==> src/hw/rtl/rsi_pkg.sv <==
// ----------------------------------------------------------------------------
// Ray-sphere intersection package
// Widths, reset values and the per-cell record of the square-root chain.
// ----------------------------------------------------------------------------
package rsi_pkg;

  localparam int FRAC_BITS = 16;

  localparam int COORD_W = 32;
  localparam int DIR_W   = 18;
  localparam int RAD_W   = 31;
  localparam int DIST_W  = 31;

  localparam int DIFF_W = COORD_W + 1;
  localparam int LD_W   = DIFF_W + DIR_W;
  localparam int LSQ_W  = 2 * DIFF_W - 1;
  localparam int R2_W   = 2 * RAD_W;
  localparam int TCA_W  = LD_W + 1;
  localparam int MAG_W  = TCA_W - 1;
  localparam int LO_W   = 32;
  localparam int HI_W   = MAG_W - LO_W;
  localparam int LL_W   = LSQ_W + 1;

  // Radicand at 4F fraction bits; kept even so the root has exactly half.
  localparam int DISC_W = (FRAC_BITS > 19) ? 2 * FRAC_BITS + 66 : 104;
  localparam int ROOT_W = DISC_W / 2;
  localparam int REM_W  = ROOT_W + 3;
  localparam int EPS_W  = RAD_W + FRAC_BITS;
  localparam int T_W    = ROOT_W + 2;

  localparam logic [RAD_W-1:0]  MIN_DIST_RESET = RAD_W'(66);
  localparam logic [DIST_W-1:0] DIST_MAX       = {DIST_W{1'b1}};

  typedef struct packed {
    logic                     valid;
    logic                     miss;
    logic signed [TCA_W-1:0]  tca;
    logic        [DISC_W-1:0] disc;
    logic        [REM_W-1:0]  rem;
    logic        [ROOT_W-1:0] root;
  } cell_t;

endpackage

==> src/hw/rtl/rsi_cell.sv <==
// ----------------------------------------------------------------------------
// Square-root cell
// One restoring step: brings in two radicand bits and settles one root bit.
// ----------------------------------------------------------------------------
module rsi_cell (
  input  logic           clk,
  input  logic           rst,
  input  logic           en,
  input  rsi_pkg::cell_t prev,
  output rsi_pkg::cell_t cur
);

  logic [rsi_pkg::REM_W-1:0] rem_sh;
  logic [rsi_pkg::REM_W-1:0] trial;
  logic                      take;

  assign rem_sh = {prev.rem[rsi_pkg::REM_W-3:0],
                   prev.disc[rsi_pkg::DISC_W-1:rsi_pkg::DISC_W-2]};
  assign trial  = rsi_pkg::REM_W'({prev.root, 2'b01});
  assign take   = rem_sh >= trial;

  always_ff @(posedge clk) begin
    if (en) begin
      cur.miss <= prev.miss;
      cur.tca  <= prev.tca;
      cur.disc <= {prev.disc[rsi_pkg::DISC_W-3:0], 2'b00};
      cur.rem  <= take ? rem_sh - trial : rem_sh;
      cur.root <= {prev.root[rsi_pkg::ROOT_W-2:0], take};
    end
    if (rst) begin
      cur.valid <= 1'b0;
    end else if (en) begin
      cur.valid <= prev.valid;
    end
  end

endmodule

==> config.mk <==
export PLATFORM = sky130hd
export DESIGN_NAME = rsi_cell
export DESIGN_NICKNAME = d
export VERILOG_FILES = /design/src/hw/rtl/rsi_pkg.sv /design/src/hw/rtl/rsi_cell.sv
export SDC_FILE = /design/constraint.sdc
export NUM_CORES = 1
export LEC_CHECK = 0
export ABC_AREA = 0
export BUFFER_PORTS_ARGS = -buffer_cell sky130_fd_sc_hd__buf_2
export CELL_PAD_IN_SITES_DETAIL_PLACEMENT = 1
export CELL_PAD_IN_SITES_GLOBAL_PLACEMENT = 1
export CORE_AREA = 2 2 204 206
export CTS_CLUSTER_SIZE = 12
export DETAILED_ROUTE_END_ITERATION = 7
export DIE_AREA = 0 0 206 208
export PLACE_DENSITY = 0.77
export SYNTH_ARGS = -nofsm -noshare
export SYNTH_HDL_FRONTEND = slang
export SYNTH_SLANG_ARGS = --single-unit
export TNS_END_PERCENT = 20
==> constraint.sdc <==
create_clock -name clk -period 4.05 [get_ports clk]
set_clock_uncertainty 0.05 [all_clocks]
set_input_delay 0.2025 -clock clk [delete_from_list [all_inputs] [get_ports clk]]
set_output_delay 0.2025 -clock clk [all_outputs]
set_load 0.01 [all_outputs]
* Word-level counts from Yosys, hierarchy flattened
Cells that the tools add are included.
Storage, ports and cells: logic and storage cells 9, register bits after elaboration 263, output and inout bits 265, input port bits 268
Operators by class: order comparisons 1, $add $sub $neg 1, muxes and demuxes 1
Operators with widths (number):
- 55-bit by 54-bit greater-or-equal comparator with 1-bit output | 1
- 55-bit 2-to-1 mux | 1
- 55-bit by 54-bit subtractor with 55-bit output | 1

* Depth between registers and ports, before layout
Gate-level depths: netlist of the first run.
word-level depth 2, depth in mapped cells 14, depth with buffers taken out 11

* Worst setup path after synthesis of the first run
OpenSTA, ideal clock, no wires.
path kind input port to flip-flop, start in prev[12] (netlist bit), end reg cur[101] (netlist bit) (data pin), path buffers 3, arrival 2.923 ns, setup slack 0.815 ns, cell stages on the path 14, required time 3.738 ns, cells stage by stage inv_1 > ha_1 > buf_6 > and3_1 > and2_0 > a211o_1 > or4_4 > a21oi_4 > o31ai_2 > a21oi_4 > o21a_4 > buf_12 > buf_6 > mux2_1
Between the ends: longest elaborated chain between the ends 2, elaborated cells on any way between the ends 3
Ends and longest elaborated chain:
- start, declared | line rsi_cell.sv:9 | input rsi_pkg::cell_t prev,
- 55-bit by 54-bit subtractor with 55-bit output / 55-bit by 54-bit greater-or-equal comparator with 1-bit output (equally long branches) | line rsi_cell.sv:27, rsi_cell.sv:20
- 55-bit 2-to-1 mux (*) | line rsi_cell.sv:27 | cur.rem <= take ? rem_sh - trial : rem_sh;
- end, declared | line rsi_cell.sv:10 | output rsi_pkg::cell_t cur
Mark *: on every way between the ends. The rest lies on a longest branch, timed or not. A chain may end at the register's enable or synchronous reset.

* Worst setup path after layout of the first run
start in prev[4] (netlist bit), end reg cur[105] (netlist bit) (data pin)
Same word-level chain as after synthesis.

==> flow_summary.json, run 1 <==
{
  "reg_top3": "cur (263)",
  "wl_mm": 52.8,
  "fmax_mhz": 259,
  "gp_congestion": 0.847,
  "hold_path.class": "in2reg",
  "routedWlPerCell_um": 23.4,
  "ctsRootBufferMaster": "clkbuf_16",
  "worstSkewPairLatency_ps": 560,
  "grt_first_pass_wirelength_mm": 74.3,
  "combPwrFrac_pct": 21.9,
  "powerDensity_nw_per_um2": 402,
  "grt_max_degree": 90,
  "synth.distinct_cells": 65,
  "ys_seq_area_share_pct": 65.1,
  "cp_data_required_time_ps": 4320,
  "cts_sinks": 263,
  "path_cells": "dlygate4sd3_1 -> buf_2 -> inv_1 -> ha_1 -> and3_1 -> a21bo_2 -> a211oi_2 -> o2111ai_1 -> a2111oi_0 -> buf_4 -> nor3_1 -> o41ai_1 -> xor2_1 -> mux2_1",
  "seqCellArea_um2": 7890,
  "numCtsBuffers": 29,
  "post-dp-hpwl_mm": 36.7,
  "htree_levels": 1,
  "place_inst": 1920,
  "cts_buffer_depth": 3,
  "fin_setup_tns_ps": 0,
  "switchingPower_w": 0.00216,
  "core-area_um2": 40600,
  "synthArstFlopShare_pct": 0,
  "fillers": 4428,
  "period_share_pct": 95.3,
  "core.rowCount": 74,
  "post_cts_resized": 0,
  "slew_headroom_pct": 57.4,
  "critical_path_class": "in2reg",
  "start_util_pct": 29.9,
  "leakage_nw": 8.20,
  "tightestPinTransition_ps": 635,
  "regMostFlops": "cur",
  "fp.dieW_um": 206,
  "dieHeight_um": 208,
  "seqPwrFrac_pct": 44.9,
  "critPathCaptureType": "flop",
  "synth_edf_count": 262,
  "vias": 10700,
  "ant_nets": 0,
  "cts_tree": "yes",
  "slowest_delay_ps": 600,
  "design.portCount": 533,
  "cp_max_fo": 4,
  "largest_register_ffs": 263,
  "area_growth_pct": 56.2,
  "crit_buf_inv": 4,
  "syn_avg_cell_area_um2": 13.8,
  "grt_usage_pct": 23.4,
  "dieArea_um2": 42800,
  "dr.pass1.iters": 5,
  "synth-main-ff-cell": "edfxtp_1",
  "slew_viol_final": 0,
  "hold_viol": 0,
  "drive_gt1_share_pct": 35.7,
  "cp_slowest_cell": "a2111oi_0",
  "grt_pass1_vias": 11900,
  "power_w": 0.00760,
  "port_buffers": 528,
  "antenna_found_initial": 21,
  "cap_violations": 0,
  "via_per_inst": 4.76,
  "synthCells": 878,
  "drc": 0,
  "multiInputGateArea_um2": 3760,
  "netlist_area_um2": 12100,
  "intPower_w": 0.00544,
  "yosysWarnings": 0,
  "first_iter_violations": 504,
  "pwr-share-clk_pct": 33.3,
  "nets": 2003,
  "grt_overflow_total": 0,
  "fin_crit_ps": 3860,
  "setup_viol": 0,
  "stdcell_count": 2252,
  "ir_drop_uv": 313,
  "crit_path_start_kind": "input pin",
  "arrival_ps": 4130,
  "rsz0062_at_grt": "no",
  "switching_share_pct": 28.4,
  "ys_ff_latch": 263,
  "clkTransAtPathRegs_ps": 70,
  "status": "finished, final reports clean",
  "crit_family": "compound AO/OA/AOI/OAI gates"
}
## synth_stat cells, types with 2 or more instances
cell,n,area (um^2)
nor2_1,34,128
or4_1,4,30.0
nor2b_1,7,43.8
nand2b_1,2,12.5
nor3_1,6,30.0
and4_1,3,26.3
mux2_1,32,360
or3_1,4,25.0
or2_2,2,12.5
o211ai_1,10,75.1
a21oi_4,2,32.5
buf_4,3,22.5
o21a_1,6,45.0
xor2_1,14,123
ha_1,54,676
nand3_1,11,55.1
buf_6,5,56.3
nor4_1,5,31.3
o21ai_0,27,135
buf_2,5,25.0
clkbuf_1,19,71.3
inv_1,72,270
xnor2_1,35,307
nand4_1,15,93.8
a31oi_1,7,43.8
a21o_1,24,180
edfxtp_1,262,7870
and2_1,2,12.5
o31ai_1,7,52.6
o22ai_1,2,12.5
and3_1,9,56.3
mux2_2,17,191
nand2_1,51,191
o21ai_1,2,10.0
o41ai_1,2,17.5
mux2i_1,5,50.1
a21oi_1,66,330
o21bai_1,13,97.6
a211oi_1,6,45.0
## worst paths after layout
path	depth (start not counted)	end	slack, ps	start
setup / recovery	14	cur[105]	190	prev[4]
setup reg to reg	3	cur[264]	2870	cur[264]
hold / removal	1	cur[237]	40	en
hold reg to reg	3	cur[264]	990	cur[264]
## timing repair
| action | CTS | global route |
|---|---|---|
| endpoints found under the hold margin | 260 | 1 |
| hold buffers | 261 | 1 |
| buffers inserted | 0 | 0 |
## cells by family after synthesis
kind of cell,synth area share (%)
DFF,65.1
AOI/OAI and AO/OA,10.4
adders and majority gates,5.58
buffers and inverters,3.84
other,0.0310
muxes,4.97
xor gates and xnor gates,3.54
and+or+nand+nor,6.51
## layout by cell type, fill, tap and decap left out, types with 9 or more instances in the layout
master	n
dlygate4sd3_1	262
xnor2_1	35
and3_1	9
mux2_1	32
nand3_1	11
nor2_1	34
o21ai_0	27
nand4_1	15
o211ai_1	10
buf_4	10
a21oi_1	66
xor2_1	14
inv_1	72
buf_2	527
mux2_2	17
o21bai_1	13
nand2_1	51
edfxtp_1	262
a21o_1	24
ha_1	54
diode_2	19
clkbuf_16	29
## metrics by stage
step	setup WS (ps)	hold slack (ps)	utilization, %	area (um^2)
floorplan	815	225	-	12100
global placement	350	311	37.9	15400
detailed placement	285	315	37.9	15400
CTS	248	22.6	46.5	18900
global route	24.8	58.0	46.6	18900
finish	189	39.4	46.6	18900
## power groups by stage
stage	Combinational, W	Clock [W]	Sequential [W]
2_1_floorplan	0.000578	0	0.00358
3_3_place_gp	0.00138	0	0.00343
3_5_place_dp	0.00141	0	0.00344
4_1_cts	0.00164	0.00252	0.00339
5_1_grt	0.00179	0.00268	0.00343
6_report	0.00166	0.00253	0.00341
## worst reg2reg max path, cell delays in order, from the launching register on
cell	delay, ps
dfxtp_1	300
mux2i_1	120
nor2_1	50
dlygate4sd3_1	550
## cell type report
cell class | count | share of cell area (%)
Sequential cell | 263 | 41.7
Timing Repair Buffer | 804 | 28.7
Multi-Input combinational cell | 511 | 19.9
Clock buffer | 36 | 3.98
Tap cell | 532 | 3.52
Inverter | 72 | 1.43
Clock inverter | 15 | 0.542
Antenna cell | 19 | 0.251
## per-layer routing
metal	wire (um)	share of wire (%)	global-route usage, %	vias to the layer above
met4	2430	4.6	11.2	4
met2	28300	54	44.4	401
li1	-	-	-	4915
met3	3670	6.9	6.17	126
met1	18400	35	23.2	5279
met5	23	0.044	0	-
No activity file was read; power rests on OpenSTA's default activity.
==> run 2, diff against run 1 <==
- PLACE_DENSITY: 0.77 -> unset
- PLACE_DENSITY_LB_ADDON: unset -> 0.25
==> flow_summary.json, run 2 (synthesis gave the netlist of run 1 again) <==
{
  "status": "finished, final reports clean",
  "powerDensity_nw_per_um2": 404,
  "reg2reg_from": "cur[264]",
  "crit_start": "prev[12]",
  "first_iter_violations": 500,
  "cts_buffer_depth": 3,
  "cts_tree": "yes",
  "multiInputGateArea_um2": 3760,
  "slew_headroom_pct": 46.0,
  "setup_viol": 0,
  "nets": 2004,
  "drc": 0,
  "fin_setup_tns_ps": 0,
  "drive_gt1_share_pct": 35.8,
  "period_share_pct": 93.8,
  "seqCellArea_um2": 7890,
  "final_cell_area_um2": 19000,
  "via_per_inst": 4.67,
  "ant_nets": 0,
  "cp-endpoint": "cur[99]",
  "vias": 10500,
  "hold_viol": 0,
  "crit_path_start_kind": "input pin",
  "core.rowCount": 74,
  "ir_drop_uv": 288,
  "dpl_cell_area_um2": 15400,
  "grt_first_pass_wirelength_mm": 71.1,
  "worstSkewPairLatency_ps": 570,
  "start_util_pct": 29.9,
  "cap_violations": 0,
  "ctsRootBufferMaster": "clkbuf_16",
  "grt_usage_pct": 22.1,
  "routedWlPerCell_um": 22.1,
  "cp_data_required_time_ps": 4310,
  "largest_register_ffs": 263,
  "critical_path_class": "in2reg",
  "antenna_found_initial": 16,
  "numCtsBuffers": 30,
  "design.portCount": 533,
  "leakage_nw": 8.22,
  "fillers": 4459,
  "fin_crit_ps": 3800,
  "regMostFlops": "cur",
  "clkTransAtPathRegs_ps": 60,
  "hold_path.class": "in2reg",
  "grt_pass1_vias": 11700,
  "dieArea_um2": 42800,
  "htree_levels": 1,
  "slew_viol_final": 0,
  "tightestPinTransition_ps": 810,
  "grt_overflow_total": 0,
  "critPathCaptureType": "flop",
  "layout_commonest_cell": "buf_2",
  "fmax_mhz": 263,
  "arrival_ps": 4060,
  "dieHeight_um": 208,
  "area_growth_pct": 56.6,
  "grt_max_degree": 95,
  "r2r_end": "cur[264]",
  "wl_mm": 49.8,
  "rrSetupSlack_ps": 2820,
  "ff2ff_path_depth": 3,
  "dr.pass1.iters": 4,
  "cp_max_fo": 13,
  "cts_sinks": 263,
  "final_cell_mix": "527 x buf_2, 262 x edfxtp_1, 261 x dlygate4sd3_1, 72 x inv_1, 66 x a21oi_1",
  "cts_setup_buffers": 0,
  "reg_top3": "cur (263)",
  "port_buffers": 528,
  "core-area_um2": 40600,
  "fp.dieW_um": 206,
  "rsz0062_at_grt": "no",
  "gp_congestion": 0.864,
  "post-dp-hpwl_mm": 36.1
}
==> run 2: cell count changes in the layout (fill, tap and decap cells not counted) <==
cell | before | now
buf_4 | 10 | 11
diode_2 | 19 | 16
clkinvlp_4 | 1 | 3
clkinv_2 | 5 | 3
inv_6 | 1 | 0
clkbuf_1 | 7 | 4
clkbuf_16 | 29 | 31
dlygate4sd3_1 | 262 | 261
bufinv_16 | 1 | 2
clkinv_4 | 1 | 0
==> run 2: metrics by stage <==
stage	hold slack (ps)	setup slack, ps	util, %	instances	total power (W)
2_1_floorplan	225	815	-	879	0.00416
3_3_place_gp	315	263	38.0	1921	0.00482
3_5_place_dp	321	241	38.0	1921	0.00484
4_1_cts	43.0	266	46.7	2231	0.00769
5_1_grt	55.6	39.0	46.7	2246	0.00798
6_report	66.5	249	46.8	2247	0.00767
==> run 2: layout make-up <==
class / count / area share, %
Antenna cell: 16 / 0.211
Clock buffer: 35 / 4.17
Clock inverter: 14 / 0.633
Inverter: 72 / 1.43
Multi-Input combinational cell: 511 / 19.8
Sequential cell: 263 / 41.6
Tap cell: 532 / 3.51
Timing Repair Buffer: 804 / 28.6
==> run 2: how the worst min path moves through the flow <==
stage / from / end / slack, ps / depth (start not counted)
final: prev[210] / cur[53] / 70 / 3
after CTS: prev[210] / cur[53] / 40 / 3
after detailed placement: rst / cur[264] / 320 / 2
after global placement: rst / cur[264] / 310 / 2
after global routing: prev[210] / cur[53] / 60 / 3
after floorplan: rst / cur[264] / 220 / 1
==> run 2: repair_timing <==
item / 4_1_cts / 5_1_grt
hold buffers: 261 / 0
hold endpoints to repair: 260 / 0
endpoints found under the setup margin: 0 / 0
gates resized for setup: 0 / 0
==> run 2: power breakdown <==
part           switching, W  total (W)  internal (W)
Sequential        0.0000821    0.00339       0.00331
Clock               0.00114    0.00264       0.00150
Combinational      0.000884    0.00164      0.000751
Total               0.00210    0.00767       0.00556
==> run 2: worst max-delay path: stages <==
cell           delay (ps)
dlygate4sd3_1         540
buf_2                 120
inv_1                  40
ha_1                  390
and3_1                240
and2_0                150
a211o_1               340
or4_4                 450
a21oi_4               160
o31ai_2               150
a21oi_4               280
o21a_4                350
buf_4                 260
mux2_1                370
==> run 2: per-layer routing <==
metal  track usage [%]  share of wire, %  vias to the layer above
li1                  -                 -                     4910
met1              23.0                36                     5150
met2              42.4                54                      356
met3              5.22               6.6                       78
met4              7.68               2.9                        2
met5                 0             0.026                        -
