File: src/hw/rtl/rsi_pkg.sv
// ----------------------------------------------------------------------------
// Ray-sphere intersection package
// Widths, reset values and the per-cell record of the square-root chain.
// ----------------------------------------------------------------------------
package rsi_pkg;

  localparam int FRAC_BITS = 16;

  localparam int COORD_W = 32;
  localparam int DIR_W   = 18;
  localparam int RAD_W   = 31;
  localparam int DIST_W  = 31;

  localparam int DIFF_W = COORD_W + 1;
  localparam int LD_W   = DIFF_W + DIR_W;
  localparam int LSQ_W  = 2 * DIFF_W - 1;
  localparam int R2_W   = 2 * RAD_W;
  localparam int TCA_W  = LD_W + 1;
  localparam int MAG_W  = TCA_W - 1;
  localparam int LO_W   = 32;
  localparam int HI_W   = MAG_W - LO_W;
  localparam int LL_W   = LSQ_W + 1;

  // Radicand at 4F fraction bits; kept even so the root has exactly half.
  localparam int DISC_W = (FRAC_BITS > 19) ? 2 * FRAC_BITS + 66 : 104;
  localparam int ROOT_W = DISC_W / 2;
  localparam int REM_W  = ROOT_W + 3;
  localparam int EPS_W  = RAD_W + FRAC_BITS;
  localparam int T_W    = ROOT_W + 2;

  localparam logic [RAD_W-1:0]  MIN_DIST_RESET = RAD_W'(66);
  localparam logic [DIST_W-1:0] DIST_MAX       = {DIST_W{1'b1}};

  typedef struct packed {
    logic                     valid;
    logic                     miss;
    logic signed [TCA_W-1:0]  tca;
    logic        [DISC_W-1:0] disc;
    logic        [REM_W-1:0]  rem;
    logic        [ROOT_W-1:0] root;
  } cell_t;

endpackage

File: src/hw/rtl/rsi_ifs.sv


interface rsi_hit_if;
  logic                             valid;
  logic                             ready;
  logic                             hit;
  logic [rsi_pkg::DIST_W-1:0]       hit_distance;

  modport source (output valid, hit, hit_distance, input ready);
  modport sink (input valid, hit, hit_distance, output ready);
endinterface

File: src/hw/rtl/rsi_back.sv
// ----------------------------------------------------------------------------
// Ray-sphere back end
// Picks the near or far crossing against the epsilon, then an output
// register with a skid entry drives the result channel.
// ----------------------------------------------------------------------------
module rsi_back (
  input  logic                       clk,
  input  logic                       rst,
  input  rsi_pkg::cell_t             fin,
  input  logic [rsi_pkg::RAD_W-1:0]  min_distance,
  output logic                       en,
  rsi_hit_if.source                  result
);

  logic signed [rsi_pkg::T_W-1:0] tca_x;
  logic signed [rsi_pkg::T_W-1:0] root_x;
  logic signed [rsi_pkg::T_W-1:0] eps;
  logic signed [rsi_pkg::T_W-1:0] t0;
  logic signed [rsi_pkg::T_W-1:0] t1;
  logic signed [rsi_pkg::T_W-1:0] t_sel;
  logic                           near_ok;
  logic                           far_ok;
  logic [rsi_pkg::DIST_W-1:0]     dist_sat;

  logic                       p_valid;
  logic                       p_hit;
  logic [rsi_pkg::DIST_W-1:0] p_dist;
  logic                       skid_valid;
  logic                       skid_hit;
  logic [rsi_pkg::DIST_W-1:0] skid_dist;

  assign tca_x  = $signed({{(rsi_pkg::T_W-rsi_pkg::TCA_W){fin.tca[rsi_pkg::TCA_W-1]}}, fin.tca});
  assign root_x = $signed({{(rsi_pkg::T_W-rsi_pkg::ROOT_W){1'b0}}, fin.root});
  assign eps    = $signed(rsi_pkg::T_W'(min_distance) << rsi_pkg::FRAC_BITS);
  assign t0     = tca_x - root_x;
  assign t1     = tca_x + root_x;
  assign near_ok = t0 > eps;
  assign far_ok  = t1 > eps;
  assign t_sel   = near_ok ? t0 : t1;
  assign dist_sat = (|t_sel[rsi_pkg::T_W-1:rsi_pkg::FRAC_BITS+rsi_pkg::DIST_W])
                  ? rsi_pkg::DIST_MAX
                  : t_sel[rsi_pkg::FRAC_BITS+rsi_pkg::DIST_W-1:rsi_pkg::FRAC_BITS];

  assign en = !skid_valid;

  always_ff @(posedge clk) begin
    if (en) begin
      p_hit  <= !fin.miss && (near_ok || far_ok);
      p_dist <= (!fin.miss && (near_ok || far_ok)) ? dist_sat : '0;
    end
  end

  always_ff @(posedge clk) begin
    if (rst) begin
      p_valid      <= 1'b0;
      skid_valid   <= 1'b0;
      result.valid <= 1'b0;
    end else if (!skid_valid) begin
      p_valid <= fin.valid;
      if (result.ready || !result.valid) begin
        result.valid <= p_valid;
      end else if (p_valid) begin
        skid_valid <= 1'b1;
      end
    end else if (result.ready) begin
      skid_valid <= 1'b0;
    end
  end

  always_ff @(posedge clk) begin
    if (!skid_valid) begin
      if (result.ready || !result.valid) begin
        result.hit          <= p_hit;
        result.hit_distance <= p_dist;
      end else begin
        skid_hit  <= p_hit;
        skid_dist <= p_dist;
      end
    end else if (result.ready) begin
      result.hit          <= skid_hit;
      result.hit_distance <= skid_dist;
    end
  end

endmodule

File: src/flat_wrapper.sv
// flat-port wrapper written by rule: the top's interface ports become plain ports
module rsi_back_flat 
  (clk, rst, fin, min_distance, en, result_valid, result_hit, result_hit_distance, result_ready);
  rsi_hit_if result_i ();
  input  logic clk;
  input  logic rst;
  input  rsi_pkg::cell_t fin;
  input  logic [rsi_pkg::RAD_W-1:0] min_distance;
  output logic en;
  output wire logic [$bits(result_i.valid)-1:0] result_valid;
  output wire logic [$bits(result_i.hit)-1:0] result_hit;
  output wire logic [$bits(result_i.hit_distance)-1:0] result_hit_distance;
  input wire logic [$bits(result_i.ready)-1:0] result_ready;
  assign result_valid = result_i.valid;
  assign result_hit = result_i.hit;
  assign result_hit_distance = result_i.hit_distance;
  assign result_i.ready = result_ready;
  rsi_back u_core (.clk(clk), .rst(rst), .fin(fin), .min_distance(min_distance), .en(en), .result(result_i));
endmodule
File: config.mk
export PLATFORM = sky130hd
export DESIGN_NAME = rsi_back_flat
export DESIGN_NICKNAME = d
export VERILOG_FILES = /design/src/hw/rtl/rsi_pkg.sv /design/src/hw/rtl/rsi_ifs.sv /design/src/hw/rtl/rsi_back.sv /design/src/flat_wrapper.sv
export SDC_FILE = /design/constraint.sdc
export NUM_CORES = 1
export LEC_CHECK = 0
export BUFFER_PORTS_ARGS = -buffer_cell sky130_fd_sc_hd__buf_2
export CORE_MARGIN = 2
export CORE_UTILIZATION = 55
export DETAILED_ROUTE_END_ITERATION = 12
export GPL_TIMING_DRIVEN = 0
export PLACE_DENSITY = 0.89
export SLEW_MARGIN = 5
export SYNTH_ARGS = -nofsm -noshare
export SYNTH_HDL_FRONTEND = slang
export SYNTH_SLANG_ARGS = --single-unit
File: constraint.sdc
create_clock -name clk -period 6 [get_ports clk]
set_clock_uncertainty 0.05 [all_clocks]
set_input_delay 0.3 -clock clk [delete_from_list [all_inputs] [get_ports clk]]
set_output_delay 0.3 -clock clk [all_outputs]
set_load 0.05 [all_outputs]
Yosys cells after proc, flatten, opt, wreduce, memory -nomap -nowiden
Cells that the tools add are included.
Cells by class
  $mul: 0
  add/sub/neg operators: 2
  bitwise logic cells: 2
  multiplexer cells: 12
  $lt $le $gt $ge: 2
  divide/modulo/power cells: 0
  reduce and logical (&&, ||, !) cells: 11
  equality and inequality tests: 1
  shift operators: 0
Operators with widths (count)
  $mux 31: 4
  $gt 54x48->1: 2
  $add 52x53->54: 1
  $mux 54: 1
  $sub 52x53->54: 1
  $mux 1: 7
  $reduce_or 7->1: 1
  $reduce_and 2->1: 3
  $logic_not 1->1: 3
  $logic_or 1x1->1: 2
  $ne 2x2->1 const B: 1
  $not 1->1: 2
  $reduce_bool 2->1: 1
  $logic_and 1x1->1: 1
Storage, ports and cells
  bits in registers: 99
  memories: 0
  bits of input ports: 299
  word-level logic and storage cells: 39
  memory bits (writable): 0
  output and inout port bits: 34
  memory bits (read-only): 0
  bits in latches: 0

Longest topological paths before layout
Gate-level depths: netlist of run 1.
  word-level depth: 5
  gate-level depth with buffers: 28
  mapped depth without buffers: 28

Worst setup path after synthesis of run 1
No wires, ideal clock.
  path kind: input-to-reg
  start: input fin[211] (netlist name)
  end: register u_core.p_dist[0] (netlist name), data pin
  arrival time: 5.357 ns
  stages: 27
  path buffers: 1
  required time: 5.810 ns
  library setup time: 0.140 ns
  slack: 0.453 ns
  cells stage by stage: inv_1 > ha_1 > inv_1 > fa_1 > a21o_1 > a221oi_2 > a2bb2oi_1 > o211ai_1 > nand3_1 > a2111oi_2 > a21oi_1 > o21ai_0 > a31oi_1 > xnor2_1 > ha_1 > nand2_1 > nor3_1 > nand3_1 > nand4b_1 > a2111oi_0 > nand4_1 > o31a_1 > nand4b_1 > o21ai_2 > buf_2 > mux2_1 > a21oi_2
Between the ends
  cells in the longest elaborated chain, start to end: 5
  elaborated cells between the ends (all ways): 9
  classes of those cells: 2 x add/sub; 2 x order compare; 2 x mux; 3 x reduce/logical
RTL lines
  start: declaration: line flat_wrapper.sv:7  | input rsi_pkg::cell_t fin;
  $sub 52x53->54: line rsi_back.sv:35  | assign t0 = tca_x - root_x;
  $gt 54x48->1: line rsi_back.sv:37  | assign near_ok = t0 > eps;
  $mux 54: line rsi_back.sv:39  | assign t_sel = near_ok ? t0 : t1;
  $reduce_or 7->1: line rsi_back.sv:40  | assign dist_sat = (|t_sel[rsi_pkg::T_W-1:rsi_pkg::FRAC_BITS+rsi_pkg::DIST_W])
  $mux 31: line rsi_back.sv:41  | ? rsi_pkg::DIST_MAX
  end signal: assignment: line rsi_back.sv:49  | p_dist <= (!fin.miss && (near_ok || far_ok)) ? dist_sat : '0;
  end: declaration: line rsi_back.sv:27  | logic [rsi_pkg::DIST_W-1:0] p_dist;
Parallel ways exist; a longest one is shown, timed or not.
A chain may end at the register's enable or synchronous reset.

Worst setup path after layout of run 1
  start: input fin[211] (netlist name)
  end: register u_core.p_dist[10] (netlist name), data pin
The elaborated chain is that of the path after synthesis.

==> Flow_metrics.wiki, run 1 <==
{| class="wikitable"
! Metric !! Value
|-
| Data required, critical path || 6.15 ns
|-
| Maximum count of clock buffers along a single path || 2
|-
| R2R cell count || 4
|-
| VDD IR max || about 200 uV
|-
| Total track usage || 0.337
|-
| Post-Layout Cell Count || 1997
|-
| Drt first-iter violations || ~1600
|-
| Nets in the synthesized netlist || slightly below 2000
|-
| Cell Area, Placed || between 10000 and 15000 um^2
|-
| Final count of pins violating max slew || 0
|-
| Hold Path Depth || 2
|-
| Max-cap viol count || 0
|-
| Final estimated routing congestion in global placement || 1.02
|-
| Number of unique standard cell types used by synthesis || 89
|-
| Area growth from synthesis to layout || 24.2%
|-
| Vias || approximately 13000
|-
| Final Core Density || 0.694
|-
| Clk root buf || sky130_fd_sc_hd__clkbuf_16
|-
| Global route overflow || 0
|-
| Total number of yosys warnings || 0
|-
| FFs w/ async S/R, synth || 0
|-
| Layout cells sized above 1 || 0.285
|-
| Total clock buffers created by CTS || 9
|-
| Biggest area contributors in the synthesized netlist || sky130_fd_sc_hd__edfxtp_1 23%, sky130_fd_sc_hd__ha_1 17%, sky130_fd_sc_hd__a21oi_1 6.6%
|-
| Clock latency of the later-clocked register in the worst-skew pair || between 0.3 and 0.4 ns
|-
| FP Rows || 55
|-
| Clk slew on worst S/H paths || 0.07 ns
|-
| First-pass iteration count of the detailed router || 6
|-
| Number of setup violations in the final report || 28
|-
| Synth Instances || 1468
|-
| Non-Filler Cell Area, Final || about 16000 um^2
|-
| Fin Hold WS || between 0.1 and 0.15 ns
|-
| Die H || approximately 160 um
|-
| Number of synthesized flops with an enable pin || 96
|-
| Most frequently used flop master after synthesis || sky130_fd_sc_hd__edfxtp_1
|-
| FF+latch count, synth || between 90 and 100
|-
| Part of the total power dissipated in the clock network || 0.183
|-
| Detail Route Antenna Nets || 0
|-
| Max frequency || around 160 MHz
|-
| Width of the die || approximately 160 um
|-
| Dominant cell type by count on the critical path || sky130_fd_sc_hd__o31a_1
|-
| Number of antenna violations at the first check in global routing || 1
|-
| Filler cell count || 1782
|-
| Proportion of synthesized chip area in sequential cells || 0.233
|-
| Actual slew at the worst max-slew pin || ~1.3 ns
|-
| Netlist area before placement || 12600 um^2
|-
| Tightest Hold Check Type || primary input to flip-flop
|-
| Cell types with the highest counts after synthesis || 168 x sky130_fd_sc_hd__ha_1, 166 x sky130_fd_sc_hd__a21oi_1, 141 x sky130_fd_sc_hd__inv_1
|-
| Share of the clock period used by the worst path after layout || 1.01
|-
| Placeable Area || ~23000 um^2
|-
| Count of boundary I/O pins || 333
|-
| Int Power || 0.00191 W
|-
| Sequential cell fraction of total power || 0.263
|-
| Headroom to the max-slew limit || 0.112
|-
| CP endpoint kind || flip-flop
|-
| Worst EP arrival || 6.22 ns
|-
| Run status || finished, violations left
|-
| Most numerous cell in the Yosys netlist || sky130_fd_sc_hd__ha_1
|-
| Number of sinks on the clock net || slightly below 100
|-
| Number of global-route vias before repair || about 12000
|-
| Area fraction of the dominant cell type after synthesis || 0.229
|-
| Category of the most critical setup path || primary input to flip-flop
|-
| Cell accounting for the most synthesized area || sky130_fd_sc_hd__edfxtp_1
|-
| Ratio of total power to cell area || between 200 and 250 nW/um^2
|-
| Sum of routed wire length over all layers || 44300 um
|-
| Number of hold buffers added after CTS || 0
|-
| Switching share of total power || 0.427
|-
| Count of H-tree levels built during CTS || 3
|-
| Power dissipated by switching net loads || 0.00142 W
|-
| Maximum number of pins on one net before global-route repair || 36
|-
| Clock tree from TritonCTS || built
|-
| Cell count after placement || 1926
|-
| Die Area || between 20000 and 25000 um^2
|-
| Initial core utilization || 0.558
|-
| Number of input and output port buffers inserted || about 170
|-
| Leak || between 6 and 7 nW
|-
| Failing checks || setup timing
|-
| Power share of the combinational group || 0.555
|-
| Number of endpoints with negative hold slack in the final report || 0
|-
| Fin nets || roughly 2200
|-
| Crit-path max FO || 5
|-
| Via density per instance || about 6.5
|-
| Setup repair after global routing missed its margin || yes
|-
| First-pass GRT wire length || roughly 64000 um
|-
| Synthesized area per cell || between 8 and 9 um^2
|-
| Post-detailed-placement half-perimeter wirelength || between 30000 and 40000 um
|-
| Sort of element at the start of the critical path || primary input
|-
| Time the final worst path needs with I/O delays and setup || a little over 6 ns
|-
| Delay of the slowest cell on the worst path || approximately 0.53 ns
|-
| Average detailed-routed wire length per instance || 22.2 um
|-
| Final routed DRC violation total || 0
|-
| Slowest CP cell || sky130_fd_sc_hd__o211ai_1
|-
| Setup slack of the critical path after layout || -0.0749 ns
|}
==> power groups by stage <==
stage                     Clock, W  Combinational, W  Sequential [W]
after floorplan                  0          0.000959        0.000999
after global placement           0           0.00148        0.000880
after detailed placement         0           0.00151        0.000887
after CTS                 0.000605           0.00161        0.000874
after global routing      0.000636           0.00196        0.000880
final                     0.000609           0.00185        0.000875
==> layout make-up <==
class                      count  area, um^2  area share
antenna                        1        2.50    0.000160
buffer                        54         423      0.0270
clock buffer                   9         225      0.0144
clock inverter                 7        92.6     0.00591
inverter                     150         583      0.0372
multi-input combinational   1161        9600       0.613
sequential                    99        2940       0.188
tap                          285         357      0.0228
timing repair buffer         231        1430      0.0913
==> registers in the layout (all words and copies together) (netlist names) <==
name	flops
u_core.p_valid	1
u_core.skid_hit	1
u_core.result.hit_distance	31
u_core.result.valid	1
u_core.p_hit	1
u_core.result.hit	1
u_core.skid_dist	31
u_core.p_dist	31
u_core.skid_valid	1
==> critical path: cells and delay by family <==
kind,cells,cell delay (ns)
xor+xnor,1,0.24
compound gates,12,3.06
simple gates,5,1.05
fa+ha+maj,3,0.82
buf+inv,6,0.70
==> cells by family (layout without fill, tap and decap cells) <==
kind of cell,count (synthesis),count (layout),synth area share
AND/OR/NAND/NOR,341,341,0.141
adder cells (fa/ha/maj),170,170,0.170
buffers and inverters,208,451,0.0689
flip-flops,99,99,0.233
other,0,1,0
XOR/XNOR,86,86,0.0598
AO/OA/AOI/OAI,495,495,0.269
multiplexers,69,69,0.0581
==> final timing paths <==
path	from	endpoint	slack, ns
worst min register to register	u_core.p_dist[30]	u_core.skid_dist[30]	0.40
worst max-delay path	fin[211]	u_core.p_dist[10]	-0.07
worst max register to register	u_core.skid_valid	u_core.skid_dist[17]	2.68
worst min-delay path	rst	u_core.result.valid	0.11
==> per-stage QoR <==
step	setup WS, ns	setup TNS [ns]	power [W]
floorplan	0.453	0	0.00196
global placement	-1.46	-44.62	0.00236
detailed placement	-1.54	-47.42	0.00239
CTS	0.000148	0	0.00309
global route	-0.202	-4.85	0.00347
finish	-0.0749	-1.09	0.00333
==> per-layer routing <==
metal  track usage  vias up  routed length, um
met2         0.517      802              19300
met4         0.129        0               1830
li1              -     5974                  -
met5             0        -                  0
met1         0.475     6115              18300
met3        0.0574      135               4780
==> layout by cell type (no fill, tap or decap), drive strengths merged, types with 9 or more instances in the layout <==
master,count
nor2,85
nor3,23
buf,263
nand3,33
o31ai,29
nor2b,14
a21oi,198
a21o,38
o21bai,28
ha,168
nand2,60
inv,146
o211ai,9
a31oi,10
nor4,25
nand4,41
o21ai,64
mux2i,36
mux2,33
nand2b,11
edfxtp,96
clkbuf,31
xnor2,82
a221oi,11
o21a,23
==> repair_timing <==
| action | 4_1_cts | 5_1_grt |
|---|---|---|
| setup endpoints to repair | 32 | 32 |
| cloned | 1 | 3 |
| pin swaps | 20 | 29 |
| buffers inserted | 14 | 41 |
| gates resized for setup | 83 | 144 |
No activity file was read; power rests on OpenSTA's default activity.
==> run 2: changes to the inputs <==
--- a/config.mk
+++ b/config.mk
@@ -10,6 +10,7 @@
 export CORE_UTILIZATION = 55
 export DETAILED_ROUTE_END_ITERATION = 12
 export GPL_TIMING_DRIVEN = 0
+export MAX_ROUTING_LAYER = met4
 export PLACE_DENSITY = 0.89
 export SLEW_MARGIN = 5
 export SYNTH_ARGS = -nofsm -noshare
==> Flow_metrics.wiki, run 2 (synthesized netlist as in run 1, its figures left out) <==
{| class="wikitable"
! Metric !! Value
|-
| Delay of the slowest cell on the worst path || around 0.48 ns
|-
| Total design power || between 0.003 and 0.004 W
|-
| Regs by FF count || u_core.p_dist (31), u_core.result.hit_distance (31), u_core.skid_dist (31)
|-
| Part of the total power dissipated in the clock network || 0.160
|-
| Number of sinks on the clock net || 99
|-
| Kind of cell adding the most delay to the critical path || compound AO/OA/AOI/OAI gates
|-
| Average detailed-routed wire length per instance || about 23 um
|-
| Setup slack of the critical path after layout || -0.138 ns
|-
| CP endpoint kind || flip-flop
|-
| Number of global-route vias before repair || between 10000 and 15000
|-
| Placeable Area || roughly 23000 um^2
|-
| Int Power || between 0.0015 and 0.002 W
|-
| Clk slew on worst S/H paths || 0.06 ns
|-
| FP Rows || 55
|-
| Number of setup violations in the final report || 32
|-
| Number of endpoints with negative hold slack in the final report || 0
|-
| Reg2reg start || u_core.skid_valid
|-
| Maximum count of clock buffers along a single path || 2
|-
| Hold Path Depth || 2
|-
| Post-detailed-placement half-perimeter wirelength || around 36000 um
|-
| Failing checks || setup timing
|-
| Share of the clock period used by the worst path after layout || 1.02
|-
| Grt met1 use || 0.509
|-
| Non-Filler Cell Area, Final || around 15000 um^2
|-
| Max frequency || ~160 MHz
|-
| Category of the most critical setup path || primary input to flip-flop
|-
| Detail Route Antenna Nets || 0
|-
| Final estimated routing congestion in global placement || between 0.9 and 1
|-
| Total clock buffers created by CTS || 9
|-
| Via density per instance || between 6 and 7
|-
| Leak || 6.68 nW
|-
| Tightest Hold Check Type || primary input to flip-flop
|-
| Count of buffering cells on the critical path with inverters included || 6
|-
| Max-cap viol count || 0
|-
| Total track usage || 0.359
|-
| Worst R2R End || u_core.skid_dist[8]
|-
| Leading cell types in the layout, fill and taps excluded || 177 x sky130_fd_sc_hd__buf_2, 156 x sky130_fd_sc_hd__ha_1, 155 x sky130_fd_sc_hd__a21oi_1
|-
| Actual slew at the worst max-slew pin || between 1 and 1.5 ns
|-
| Count of boundary I/O pins || roughly 330
|-
| Clock tree from TritonCTS || built
|-
| Filler cell count || roughly 1800
|-
| Worst EP arrival || a little over 6 ns
|-
| Dominant cell type by count on the critical path || sky130_fd_sc_hd__buf_6
|-
| Worst setup path end || u_core.p_dist[30]
|-
| Time the final worst path needs with I/O delays and setup || 6.14 ns
|-
| Fin nets || ~2200
|-
| Ratio of total power to cell area || about 210 nW/um^2
|-
| Critical path origin || fin[2]
|-
| Power dissipated by switching net loads || roughly 0.0014 W
|-
| Final Core Density || 0.677
|-
| Final count of pins violating max slew || 0
|-
| Number of antenna violations at the first check in global routing || 0
|-
| Area growth from synthesis to layout || 21.3%
|-
| Die H || ~160 um
|-
| Layout cells sized above 1 || 0.270
|-
| Headroom to the max-slew limit || 0.175
|-
| First-pass iteration count of the detailed router || 6
|-
| GR met3 Demand/Resource || 0.0412
|-
| Crit-path max FO || 8
|-
| Count of H-tree levels built during CTS || 3
|-
| Sequential cell fraction of total power || 0.276
|-
| Met2 layer usage reported by global route || 0.550
|-
| Routing layer with the top usage in global route || met2
|-
| R2r setup slk || 2.28 ns
|-
| Cell count along the critical path || 30
|-
| First-pass GRT wire length || between 60000 and 70000 um
|-
| Global route overflow || 0
|-
| Final routed DRC violation total || 0
|-
| Setup repair after global routing missed its margin || yes
|-
| Ant diodes || 0
|-
| Cell Area, Placed || around 14000 um^2
|-
| Die Area || ~24000 um^2
|-
| Slowest CP cell || sky130_fd_sc_hd__a2111oi_4
|-
| Sum of routed wire length over all layers || 44700 um
|-
| Switching share of total power || 0.436
|-
| Maximum number of pins on one net before global-route repair || 36
|-
| Most common library cell in the layout ignoring fill and taps || sky130_fd_sc_hd__buf_2
|-
| Clock latency of the later-clocked register in the worst-skew pair || ~0.34 ns
|-
| Worst slack at placement || -1.71 ns
|-
| Drt first-iter violations || roughly 1500
|-
| Vias || approximately 13000
|-
| Power share of the combinational group || 0.564
|-
| Run status || finished, violations left
|-
| Sort of element at the start of the critical path || primary input
|-
| Width of the die || 155 um
|-
| Data required, critical path || slightly above 6 ns
|-
| Number of input and output port buffers inserted || 173
|-
| R2R cell count || 4
|-
| Clk root buf || sky130_fd_sc_hd__clkbuf_16
|-
| VDD IR max || 176 uV
|-
| Initial core utilization || 0.558
|}
==> run 2: changes by cell type in the layout (fill, tap and decap cells not counted), moves of 5 or more <==
cell / delta
sky130_fd_sc_hd__buf_12: -5
sky130_fd_sc_hd__a21oi_2: +10
sky130_fd_sc_hd__buf_4: -10
sky130_fd_sc_hd__mux2i_1: +6
sky130_fd_sc_hd__a21oi_4: -10
sky130_fd_sc_hd__mux2i_2: -5
==> run 2: worst reg2reg max path: stages (launching register included) <==
cell and delay [ns]:
sky130_fd_sc_hd__dfxtp_1 0.30, sky130_fd_sc_hd__clkbuf_1 0.45, sky130_fd_sc_hd__clkbuf_1 0.51, sky130_fd_sc_hd__clkinv_1 1.13
sky130_fd_sc_hd__and3_2 0.92
==> run 2: area by class of cell <==
class / instances / area (um^2) / area share
multi-input combinational: 1161 / 9460 / 0.618
buffer: 52 / 359 / 0.0235
tap: 285 / 357 / 0.0233
clock buffer: 10 / 229 / 0.0150
inverter: 150 / 581 / 0.0380
clock inverter: 5 / 31.3 / 0.00205
timing repair buffer: 222 / 1340 / 0.0874
sequential: 99 / 2940 / 0.192
==> run 2: worst min-delay path by stage <==
stage                                      end              start
after detailed placement  u_core.skid_dist[20]  u_core.p_dist[20]
after global placement    u_core.skid_dist[28]  u_core.p_dist[28]
after CTS                    u_core.skid_valid       result_ready
after global routing         u_core.skid_valid       result_ready
final                        u_core.skid_valid       result_ready
after floorplan            u_core.result.valid                rst
==> run 2: power groups by stage <==
stage               clock network [W]  logic, W  registers [W]
finish                       0.000508   0.00179       0.000875
CTS                          0.000508   0.00164       0.000876
global placement                    0   0.00150       0.000880
detailed placement                  0   0.00152       0.000888
floorplan                           0  0.000959       0.000999
global route                 0.000531   0.00191       0.000882
==> run 2: routing by layer <==
metal | vias to the layer above | wire [um]
li1 | 5941 | -
met1 | 6114 | 19800
met2 | 691 | 20100
met3 | 74 | 3600
met4 | 0 | 1060
met5 | - | 0
==> run 2: metrics by stage <==
step	instances	TNS [ns]	hold WS, ns
5_1_grt	1984	-8.20	0.0930
3_3_place_gp	1926	-52.54	0.377
2_1_floorplan	1468	0	0.319
6_report	1984	-3.07	0.0985
4_1_cts	1967	-0.0252	0.0908
3_5_place_dp	1926	-51.89	0.383
==> run 2: repair_timing <==
item,4_1_cts,5_1_grt
endpoints found under the setup margin,32,32
gates resized for setup,94,94
hold buffers,0,0
cloned,2,0
buffers inserted,26,23
pin swaps,29,42
==> run 3: changes to the inputs <==
--- a/config.mk
+++ b/config.mk
@@ -7,11 +7,11 @@
 export LEC_CHECK = 0
 export BUFFER_PORTS_ARGS = -buffer_cell sky130_fd_sc_hd__buf_2
 export CORE_MARGIN = 2
-export CORE_UTILIZATION = 55
+export CORE_UTILIZATION = 50
 export DETAILED_ROUTE_END_ITERATION = 12
 export GPL_TIMING_DRIVEN = 0
 export MAX_ROUTING_LAYER = met4
-export PLACE_DENSITY = 0.89
+export PLACE_DENSITY = 0.85
 export SLEW_MARGIN = 5
 export SYNTH_ARGS = -nofsm -noshare
 export SYNTH_HDL_FRONTEND = slang
==> constraint.sdc (replaced) <==
create_clock -name clk -period 5.55 [get_ports clk]
set_clock_uncertainty 0.05 [all_clocks]
set_input_delay 0.2775 -clock clk [delete_from_list [all_inputs] [get_ports clk]]
set_output_delay 0.2775 -clock clk [all_outputs]
set_load 0.05 [all_outputs]
==> Flow_metrics.wiki, run 3 (synthesized netlist as in run 1, its figures left out) <==
{| class="wikitable"
! Metric !! Value
|-
| Sum of routed wire length over all layers || around 45000 um
|-
| Reg2reg start || u_core.skid_valid
|-
| Leading cell types in the layout, fill and taps excluded || 175 x sky130_fd_sc_hd__buf_2, 156 x sky130_fd_sc_hd__ha_1, 152 x sky130_fd_sc_hd__a21oi_1
|-
| Part of the total power dissipated in the clock network || 0.159
|-
| CP endpoint kind || flip-flop
|-
| Sequential cell fraction of total power || 0.271
|-
| Setup repair after global routing missed its margin || yes
|-
| Hold Startpoint || result_ready
|-
| Die Area || roughly 26000 um^2
|-
| Leak || a little under 7 nW
|-
| Switching share of total power || 0.433
|-
| Int Power || 0.00198 W
|-
| Ratio of total power to cell area || ~220 nW/um^2
|-
| Final routed DRC violation total || 0
|-
| Die H || approximately 160 um
|-
| Global route overflow || 0
|-
| R2R cell count || 4
|-
| Width of the die || roughly 160 um
|-
| Ant diodes || 0
|-
| Total design power || about 0.0035 W
|-
| Final estimated routing congestion in global placement || 1.02
|-
| Post-detailed-placement half-perimeter wirelength || 35300 um
|-
| FP Rows || 58
|-
| Power share of the combinational group || 0.571
|-
| Clk slew on worst S/H paths || roughly 0.060 ns
|-
| Max frequency || roughly 170 MHz
|-
| Worst EP arrival || roughly 6 ns
|-
| Sort of element at the start of the critical path || primary input
|-
| Count of H-tree levels built during CTS || 3
|-
| Area growth from synthesis to layout || 24.8%
|-
| Run status || finished, violations left
|-
| Final Core Density || 0.630
|-
| Maximum count of clock buffers along a single path || 2
|-
| Worst R2R End || u_core.skid_dist[5]
|-
| VDD IR max || around 280 uV
|-
| Placeable Area || roughly 25000 um^2
|-
| Number of endpoints with negative hold slack in the final report || 0
|-
| R2r setup slk || about 2.7 ns
|-
| Cell count after placement || 1971
|-
| Headroom to the max-slew limit || 0.244
|-
| Average detailed-routed wire length per instance || 21.8 um
|-
| Total clock buffers created by CTS || 9
|-
| Via density per instance || approximately 6.3
|-
| Hold Path Depth || 2
|-
| Number of global-route vias before repair || ~12000
|-
| Vias || roughly 13000
|-
| Data required, critical path || 5.58 ns
|-
| First-pass iteration count of the detailed router || 5
|-
| Drt first-iter violations || 1369
|-
| Clock latency of the later-clocked register in the worst-skew pair || approximately 0.34 ns
|-
| Layout cells sized above 1 || 0.288
|-
| First-pass GRT wire length || ~66000 um
|-
| Number of hold buffers added after CTS || 0
|-
| Number of antenna violations at the first check in global routing || 0
|-
| Crit-path max FO || 10
|-
| Number of setup violations in the final report || 32
|-
| Clock tree from TritonCTS || built
|-
| Most common library cell in the layout ignoring fill and taps || sky130_fd_sc_hd__buf_2
|-
| Maximum number of pins on one net before global-route repair || 36
|-
| Number of input and output port buffers inserted || around 170
|-
| Fin nets || between 2000 and 2500
|-
| Worst slack at placement || -2.23 ns
|-
| Final count of pins violating max slew || 0
|-
| Hold Crit Endpoint || u_core.skid_valid
|-
| Tightest Hold Check Type || primary input to flip-flop
|-
| Fin Hold WS || ~0.074 ns
|-
| Time the final worst path needs with I/O delays and setup || 5.92 ns
|-
| Power dissipated by switching net loads || 0.00151 W
|-
| Category of the most critical setup path || primary input to flip-flop
|-
| Count of boundary I/O pins || roughly 330
|-
| Actual slew at the worst max-slew pin || ~1.1 ns
|-
| Post-Layout Cell Count || 2039
|-
| Initial core utilization || 0.505
|-
| Total track usage || 0.328
|-
| Setup slack of the critical path after layout || -0.368 ns
|-
| Number of sinks on the clock net || 99
|-
| Failing checks || setup timing
|-
| Clk root buf || sky130_fd_sc_hd__clkbuf_16
|-
| Detail Route Antenna Nets || 0
|-
| Regs by FF count || u_core.p_dist (31), u_core.result.hit_distance (31), u_core.skid_dist (31)
|-
| Share of the clock period used by the worst path after layout || 1.07
|-
| Max-cap viol count || 0
|}
[run 3: cell types whose count changed in the layout (fill, tap and decap cells not counted), sizes merged]
cell	change
buf	+4
clkbuf	+8
clkinv	-3
inv	+1
[run 3: per-layer routing]
| metal | track usage | part of all wire |
|---|---|---|
| met5 | - | 0 |
| met1 | 0.464 | 0.45 |
| met2 | 0.503 | 0.44 |
| met3 | 0.0387 | 0.082 |
| met4 | 0.0760 | 0.029 |
[run 3: power by group through the flow]
stage	Combinational (W)	Clock, W	Sequential (W)
after floorplan	0.00104	0	0.00108
after global placement	0.00162	0	0.000952
after detailed placement	0.00164	0	0.000958
after CTS	0.00177	0.000558	0.000944
after global routing	0.00212	0.000584	0.000952
final	0.00199	0.000554	0.000944
[run 3: what timing repair did]
action | in CTS | in global routing
gates cloned | 1 | 4
endpoints found under the setup margin | 32 | 32
resized for setup | 107 | 128
setup buffers | 23 | 27
pin swaps | 28 | 41
[run 3: area by class of cell]
class	instances	area (um^2)
Multi-Input combinational cell	1161	9670
Fill cell	2102	9230
Sequential cell	99	2940
Timing Repair Buffer	228	1460
Inverter	150	576
Buffer	55	413
Tap cell	330	413
Clock buffer	13	250
Clock inverter	3	15.0
[run 3: per-stage QoR]
stage,setup TNS (ns),instance area [um^2]
final,-11.15,15700
after global routing,-17.41,15700
after CTS,-10.78,14900
after detailed placement,-68.96,13900
after global placement,-64.93,13900
after floorplan,0,12600
[run 3: how the worst max path moves through the flow]
| stage | to | start |
|---|---|---|
| after global routing | u_core.p_dist[13] | fin[5] |
| final | u_core.p_dist[6] | fin[33] |
| after CTS | u_core.p_dist[26] | fin[13] |
| after detailed placement | u_core.p_dist[0] | fin[31] |
| after floorplan | u_core.p_dist[0] | fin[211] |
| after global placement | u_core.p_dist[4] | fin[31] |
[run 3: critical path, cell delays in order]
cell	delay (ns)
sky130_fd_sc_hd__buf_2	0.12
sky130_fd_sc_hd__inv_1	0.05
sky130_fd_sc_hd__ha_1	0.26
sky130_fd_sc_hd__clkbuf_1	0.36
sky130_fd_sc_hd__inv_1	0.16
sky130_fd_sc_hd__o31ai_1	0.95
sky130_fd_sc_hd__a21oi_2	0.15
sky130_fd_sc_hd__o21bai_1	0.34
sky130_fd_sc_hd__a21oi_2	0.12
sky130_fd_sc_hd__xnor2_2	0.19
sky130_fd_sc_hd__ha_1	0.33
sky130_fd_sc_hd__nand4_1	0.17
sky130_fd_sc_hd__nor3_4	0.24
sky130_fd_sc_hd__nand3_1	0.10
sky130_fd_sc_hd__nand4b_1	0.22
sky130_fd_sc_hd__a2111oi_2	0.23
sky130_fd_sc_hd__nand4_1	0.14
sky130_fd_sc_hd__o31a_1	0.33
sky130_fd_sc_hd__nand4b_1	0.24
sky130_fd_sc_hd__o21ai_4	0.21
sky130_fd_sc_hd__buf_6	0.13
sky130_fd_sc_hd__nand3_4	0.07
sky130_fd_sc_hd__o21ai_4	0.18
sky130_fd_sc_hd__buf_12	0.16
sky130_fd_sc_hd__clkbuf_16	0.16
sky130_fd_sc_hd__a21oi_2	0.04
